--- src/rtl/sme_pkg.sv ---
// Package of the stack machine executor: sizes, codes and shared types.
package sme_pkg;

	localparam int STACK_DEPTH = 256;
	localparam int DEPTH_W     = $clog2(STACK_DEPTH + 1);
	localparam int ADDR_W      = $clog2(STACK_DEPTH);
	localparam int WORD_W      = 32;

	typedef enum logic [3:0] {
		OP_END   = 4'd0,
		OP_PUSH  = 4'd1,
		OP_POP   = 4'd2,
		OP_ADD   = 4'd3,
		OP_SUB   = 4'd4,
		OP_MUL   = 4'd5,
		OP_DIV   = 4'd6,
		OP_MOD   = 4'd7,
		OP_LT    = 4'd8,
		OP_LE    = 4'd9,
		OP_GT    = 4'd10,
		OP_GE    = 4'd11,
		OP_PRINT = 4'd12,
		OP_EQ    = 4'd13,
		OP_NEQ   = 4'd14
	} op_t;

	typedef enum logic [2:0] {
		ST_OK        = 3'd0,
		ST_PRINTED   = 3'd1,
		ST_HALTED    = 3'd2,
		ST_IGNORED   = 3'd3,
		ST_UNDERFLOW = 3'd4,
		ST_OVERFLOW  = 3'd5,
		ST_DIVZERO   = 3'd6
	} status_t;

	typedef enum logic [2:0] {
		CLS_END,
		CLS_PUSH,
		CLS_POP,
		CLS_PRINT,
		CLS_BIN,
		CLS_NOP
	} cls_t;

	// Classified instruction as it travels from the front to the back.
	typedef struct packed {
		cls_t              cls;
		logic [3:0]        op;
		logic [WORD_W-1:0] imm;
	} cmd_t;

	// One result beat.
	typedef struct packed {
		status_t            status;
		logic [WORD_W-1:0]  pval;
		logic [DEPTH_W-1:0] depth;
	} res_t;

endpackage

--- src/rtl/sme_if.sv ---
// Channel interfaces of the stack machine executor: instruction and result.
interface sme_in_if;
	logic                               valid;
	logic                               ready;
	logic [3:0]                         op;
	logic signed [sme_pkg::WORD_W-1:0]  immediate;

	modport source (output valid, output op, output immediate, input ready);
	modport sink   (input valid, input op, input immediate, output ready);
endinterface


--- src/rtl/sme_front.sv ---
// Front end: accepts instruction beats, classifies them and queues them for the back end.
module sme_front (
	input  logic           clk,
	input  logic           arst_n,
	sme_in_if.sink         cmd,
	output logic           q_valid,
	input  logic           q_ready,
	output sme_pkg::cmd_t  q_item
);

	sme_pkg::cmd_t fifo_q [2];
	logic          wr_ptr_q;
	logic          rd_ptr_q;
	logic [1:0]    count_q;
	sme_pkg::cmd_t cls_item;
	logic          push;
	logic          pop;

	always_comb begin
		cls_item.op  = cmd.op;
		cls_item.imm = cmd.immediate;
		case (cmd.op) inside
			sme_pkg::OP_END:                 cls_item.cls = sme_pkg::CLS_END;
			sme_pkg::OP_PUSH:                cls_item.cls = sme_pkg::CLS_PUSH;
			sme_pkg::OP_POP:                 cls_item.cls = sme_pkg::CLS_POP;
			sme_pkg::OP_PRINT:               cls_item.cls = sme_pkg::CLS_PRINT;
			[sme_pkg::OP_ADD:sme_pkg::OP_GE],
			sme_pkg::OP_EQ, sme_pkg::OP_NEQ: cls_item.cls = sme_pkg::CLS_BIN;
			default:                         cls_item.cls = sme_pkg::CLS_NOP;
		endcase
	end

	assign cmd.ready = (count_q != 2'd2);
	assign push      = cmd.valid && cmd.ready;
	assign q_valid   = (count_q != 2'd0);
	assign pop       = q_valid && q_ready;
	assign q_item    = fifo_q[rd_ptr_q];

	always_ff @(posedge clk) begin
		if (push) begin
			fifo_q[wr_ptr_q] <= cls_item;
		end
	end

	always_ff @(posedge clk or negedge arst_n) begin
		if (!arst_n) begin
			wr_ptr_q <= 1'b0;
			rd_ptr_q <= 1'b0;
			count_q  <= 2'd0;
		end else begin
			if (push) begin
				wr_ptr_q <= ~wr_ptr_q;
			end
			if (pop) begin
				rd_ptr_q <= ~rd_ptr_q;
			end
			count_q <= count_q + {1'b0, push} - {1'b0, pop};
		end
	end

endmodule

--- src/flat_wrapper.sv ---
// flat-port wrapper written by rule: the top's interface ports become plain ports
module sme_front_flat 
  (clk, arst_n, q_valid, q_ready, q_item, cmd_valid, cmd_op, cmd_immediate, cmd_ready);
  sme_in_if cmd_i ();
  input  logic clk;
  input  logic arst_n;
  output logic q_valid;
  input  logic q_ready;
  output sme_pkg::cmd_t q_item;
  input wire logic [$bits(cmd_i.valid)-1:0] cmd_valid;
  input wire logic [$bits(cmd_i.op)-1:0] cmd_op;
  input wire logic [$bits(cmd_i.immediate)-1:0] cmd_immediate;
  output wire logic [$bits(cmd_i.ready)-1:0] cmd_ready;
  assign cmd_i.valid = cmd_valid;
  assign cmd_i.op = cmd_op;
  assign cmd_i.immediate = cmd_immediate;
  assign cmd_ready = cmd_i.ready;
  sme_front u_core (.clk(clk), .arst_n(arst_n), .cmd(cmd_i), .q_valid(q_valid), .q_ready(q_ready), .q_item(q_item));
endmodule
--- config.mk ---
export PLATFORM = sky130hd
export DESIGN_NAME = sme_front_flat
export DESIGN_NICKNAME = d
export VERILOG_FILES = /design/src/rtl/sme_pkg.sv /design/src/rtl/sme_if.sv /design/src/rtl/sme_front.sv /design/src/flat_wrapper.sv
export SDC_FILE = /design/constraint.sdc
export NUM_CORES = 1
export LEC_CHECK = 0
export CAP_MARGIN = 20
export CORE_MARGIN = 4
export CORE_UTILIZATION = 56
export DETAILED_ROUTE_END_ITERATION = 12
export DONT_BUFFER_PORTS = 1
export PLACE_DENSITY_LB_ADDON = 0.15
export SYNTH_ARGS = -nofsm -noshare
export SYNTH_HDL_FRONTEND = slang
export SYNTH_SLANG_ARGS = --single-unit
--- constraint.sdc ---
create_clock -name clk -period 6.4 [get_ports clk]
set_input_delay 0.64 -clock clk [delete_from_list [all_inputs] [get_ports clk]]
set_output_delay 0.64 -clock clk [all_outputs]
set_load 0.02 [all_outputs]
==> flow_summary.toml <==
[finish]
antennaDiodeCount = 0
drive_gt1_frac = 0.355
multi_input_area_um2 = 749
fillers = 391
regArea_um2 = 2440
area_growth_pct = 8.73
nNetsFinal = 203

[sta]
skew_ns = 0.00640
timing.slew.headroom = 0.406
fmax_ghz = 0.432
rsz0062_at_grt = "no"
setup_violations = 0
finalHoldViolations = 0
slew_violations = 0
fin_setup_tns_ns = 0
layout_min_cycle_time_ns = 2.32
period_share = 0.362
tightest_slew_ns = 0.891

[pwr]
p_per_area_nw_per_um2 = 483
p_total_mw = 1.70
power.leakage_nw = 1.29
ir_drop_uv = 224

[clock_network]
numCtsBuffers = 9
ctsResizeCount = 0
cts_max_level = 3
clk_latency_ns = 0.32
clk_pin_slew_worst_paths_ns = 0.08
cts_root_buffer = "clkbuf_8"
cts_tree = "built"
cts_buffer_depth = 2
cts.sinks = 82

[worst_setup_path]
worstSetupStartpointType = "flip-flop"
worst-path-max-fanout = 40
end_kind = "output port"
critical_path_class = "flip-flop to output port"
cp.required_ns = 5.76
crit_arrival_ns = 1.68

[run]
cap_violations = 0

[global_route]
grt_pass1_vias = 1379
grt-ovfl-total = 0
antenna_found_initial = 0
grt_max_degree = 41
grtUsageTotal = 0.137
grt_pass1_wl_um = 7150

[logic_synthesis]
synthTopCellsByArea = "edfxtp_1 (72%), mux2_4 (18%), dfrtp_1 (3.1%)"
syn-mean-instance-area_um2 = 21.5
synth_most_common_cell = "edfxtp_1"
synth_edf_count = 78
async_reset_ff_frac = 0.0488
synth_top_area_frac = 0.723
synth_ff_type = "edfxtp_1"
yosysUniqueCellTypes = 17
synthCells = 151
synth_seq_area_share = 0.754
yosys-top-cells-count = "edfxtp_1 (78), mux2_4 (39), buf_6 (4), dfrtp_1 (4), nor3_1 (4)"
synth.cell_area_um2 = 3240
synth_nets = 193
ys_ff_latch = 82
yosys.area.top_type = "edfxtp_1"
synth_warnings = 0

[floorplan]
start_util = 0.581
die_width_um = 84.1
rows = 27
fp.dieH_um = 84.1
core_um2 = 5570
ios = 81
die_area_um2 = 7070

[routing]
via_per_inst = 5.38
drcViolationCount = 0
drt_iter0_drc = 88
drt-wirelength-per-cell_um = 19.5
dr.pass1.iters = 4
postRouteAntennaNets = 0
wl_um = 4630
vias = 1281

[placed_design]
hpwl_um = 3100
place.port_buffers = 0
place.gp.congestion = 0.666

[hold_path]
min_path_type = "primary input to flip-flop"

[status]
outcome = "finished clean"
==> power by group <==
group / total (mW) / internal (mW) / switching (mW)
sequential: 0.773 / 0.738 / 0.0352
combinational: 0.600 / 0.243 / 0.358
clock: 0.327 / 0.172 / 0.155
total: 1.70 / 1.15 / 0.548
==> worst paths after layout <==
| check | slack, ns | cells after the start | from | endpoint |
|---|---|---|---|---|
| min | 0.40 | 0 | cmd_immediate[3] | u_core.fifo_q[0][3] |
| min reg2reg | 0.52 | 1 | u_core.count_q[1] | u_core.count_q[1] |
| max in group asynchronous | 5.64 | 1 | arst_n | u_core.rd_ptr_q |
| min in group asynchronous | 0.58 | 1 | arst_n | u_core.wr_ptr_q |
| max | 4.08 | 2 | u_core.rd_ptr_q | q_item[4] |
| max reg2reg | 4.46 | 4 | u_core.count_q[1] | u_core.fifo_q[0][25] |
==> placed cells by master (no fill, tap or decap) <==
| cell | n |
|---|---|
| o22a_1 | 1 |
| nor2_1 | 1 |
| nand2b_1 | 3 |
| dfrtp_2 | 1 |
| or2_1 | 1 |
| edfxtp_1 | 78 |
| clkbuf_1 | 2 |
| clkbuf_8 | 12 |
| o21ai_1 | 1 |
| dlygate4sd3_1 | 1 |
| buf_4 | 1 |
| inv_1 | 3 |
| buf_16 | 1 |
| nor2_4 | 1 |
| and3_1 | 1 |
| dfrtp_1 | 3 |
| and2_4 | 1 |
| xnor2_1 | 3 |
| and3_2 | 1 |
| clkinv_2 | 2 |
| nor3_1 | 4 |
| mux2_4 | 39 |
| ha_1 | 2 |
| nand2_1 | 2 |
| xor2_1 | 1 |
==> timing repair <==
item	4_1_cts	5_1_grt
endpoints found under the hold margin	4	0
hold buffers	1	0
endpoints found under the setup margin	0	0
setup buffers	0	0
==> kinds of logic (layout without fill, tap and decap cells) <==
logic type / after synthesis / in the layout / share of synthesized area
AO/OA/AOI/OAI: 2 / 2 / 0.00425
XOR/XNOR: 4 / 4 / 0.0108
adder cells (fa/ha/maj): 2 / 2 / 0.00772
buffers and inverters: 7 / 22 / 0.0174
flip-flops: 82 / 82 / 0.754
multiplexers: 39 / 39 / 0.181
AND/OR/NAND/NOR: 15 / 15 / 0.0251
==> final cells by class <==
cell class / instances / share of cell area
multi-input cells: 62 / 0.213
well taps: 72 / 0.0256
clock buffers: 14 / 0.0490
flip-flops and latches: 82 / 0.694
repair buffers: 3 / 0.0128
inverters: 3 / 0.00320
clock inverters: 2 / 0.00284
==> state kept, by name, summed over array words and instances, names as in the netlist <==
| name | cells |
|---|---|
| u_core.rd_ptr_q | 1 |
| u_core.wr_ptr_q | 1 |
| u_core.fifo_q | 78 |
| u_core.count_q | 2 |
==> worst max-delay path, stage by stage (launching register included) <==
cell     delay (ns)
dfrtp_2        0.34
buf_4          0.57
mux2_4         0.40
==> stage by stage <==
step                instances  cell area, um^2  utilization  setup slack, ns  hold slack [ns]
finish                    238             3520        0.632             4.08            0.402
floorplan                 151             3240            -             3.57            0.344
global placement          220             3300        0.592             4.36            0.345
global route              238             3520        0.632             4.00            0.379
detailed placement        220             3300        0.592             4.27            0.345
CTS                       237             3490        0.627             4.06            0.387
==> routing by layer <==
layer  up-vias  routed length, um  GRT usage
met5         -                  0          0
met4         0                 95     0.0702
met3         7                498     0.0632
met2        54               2390      0.229
met1       618               1650      0.143
li1        602                  -          -
(Power assumes the default switching activity.)
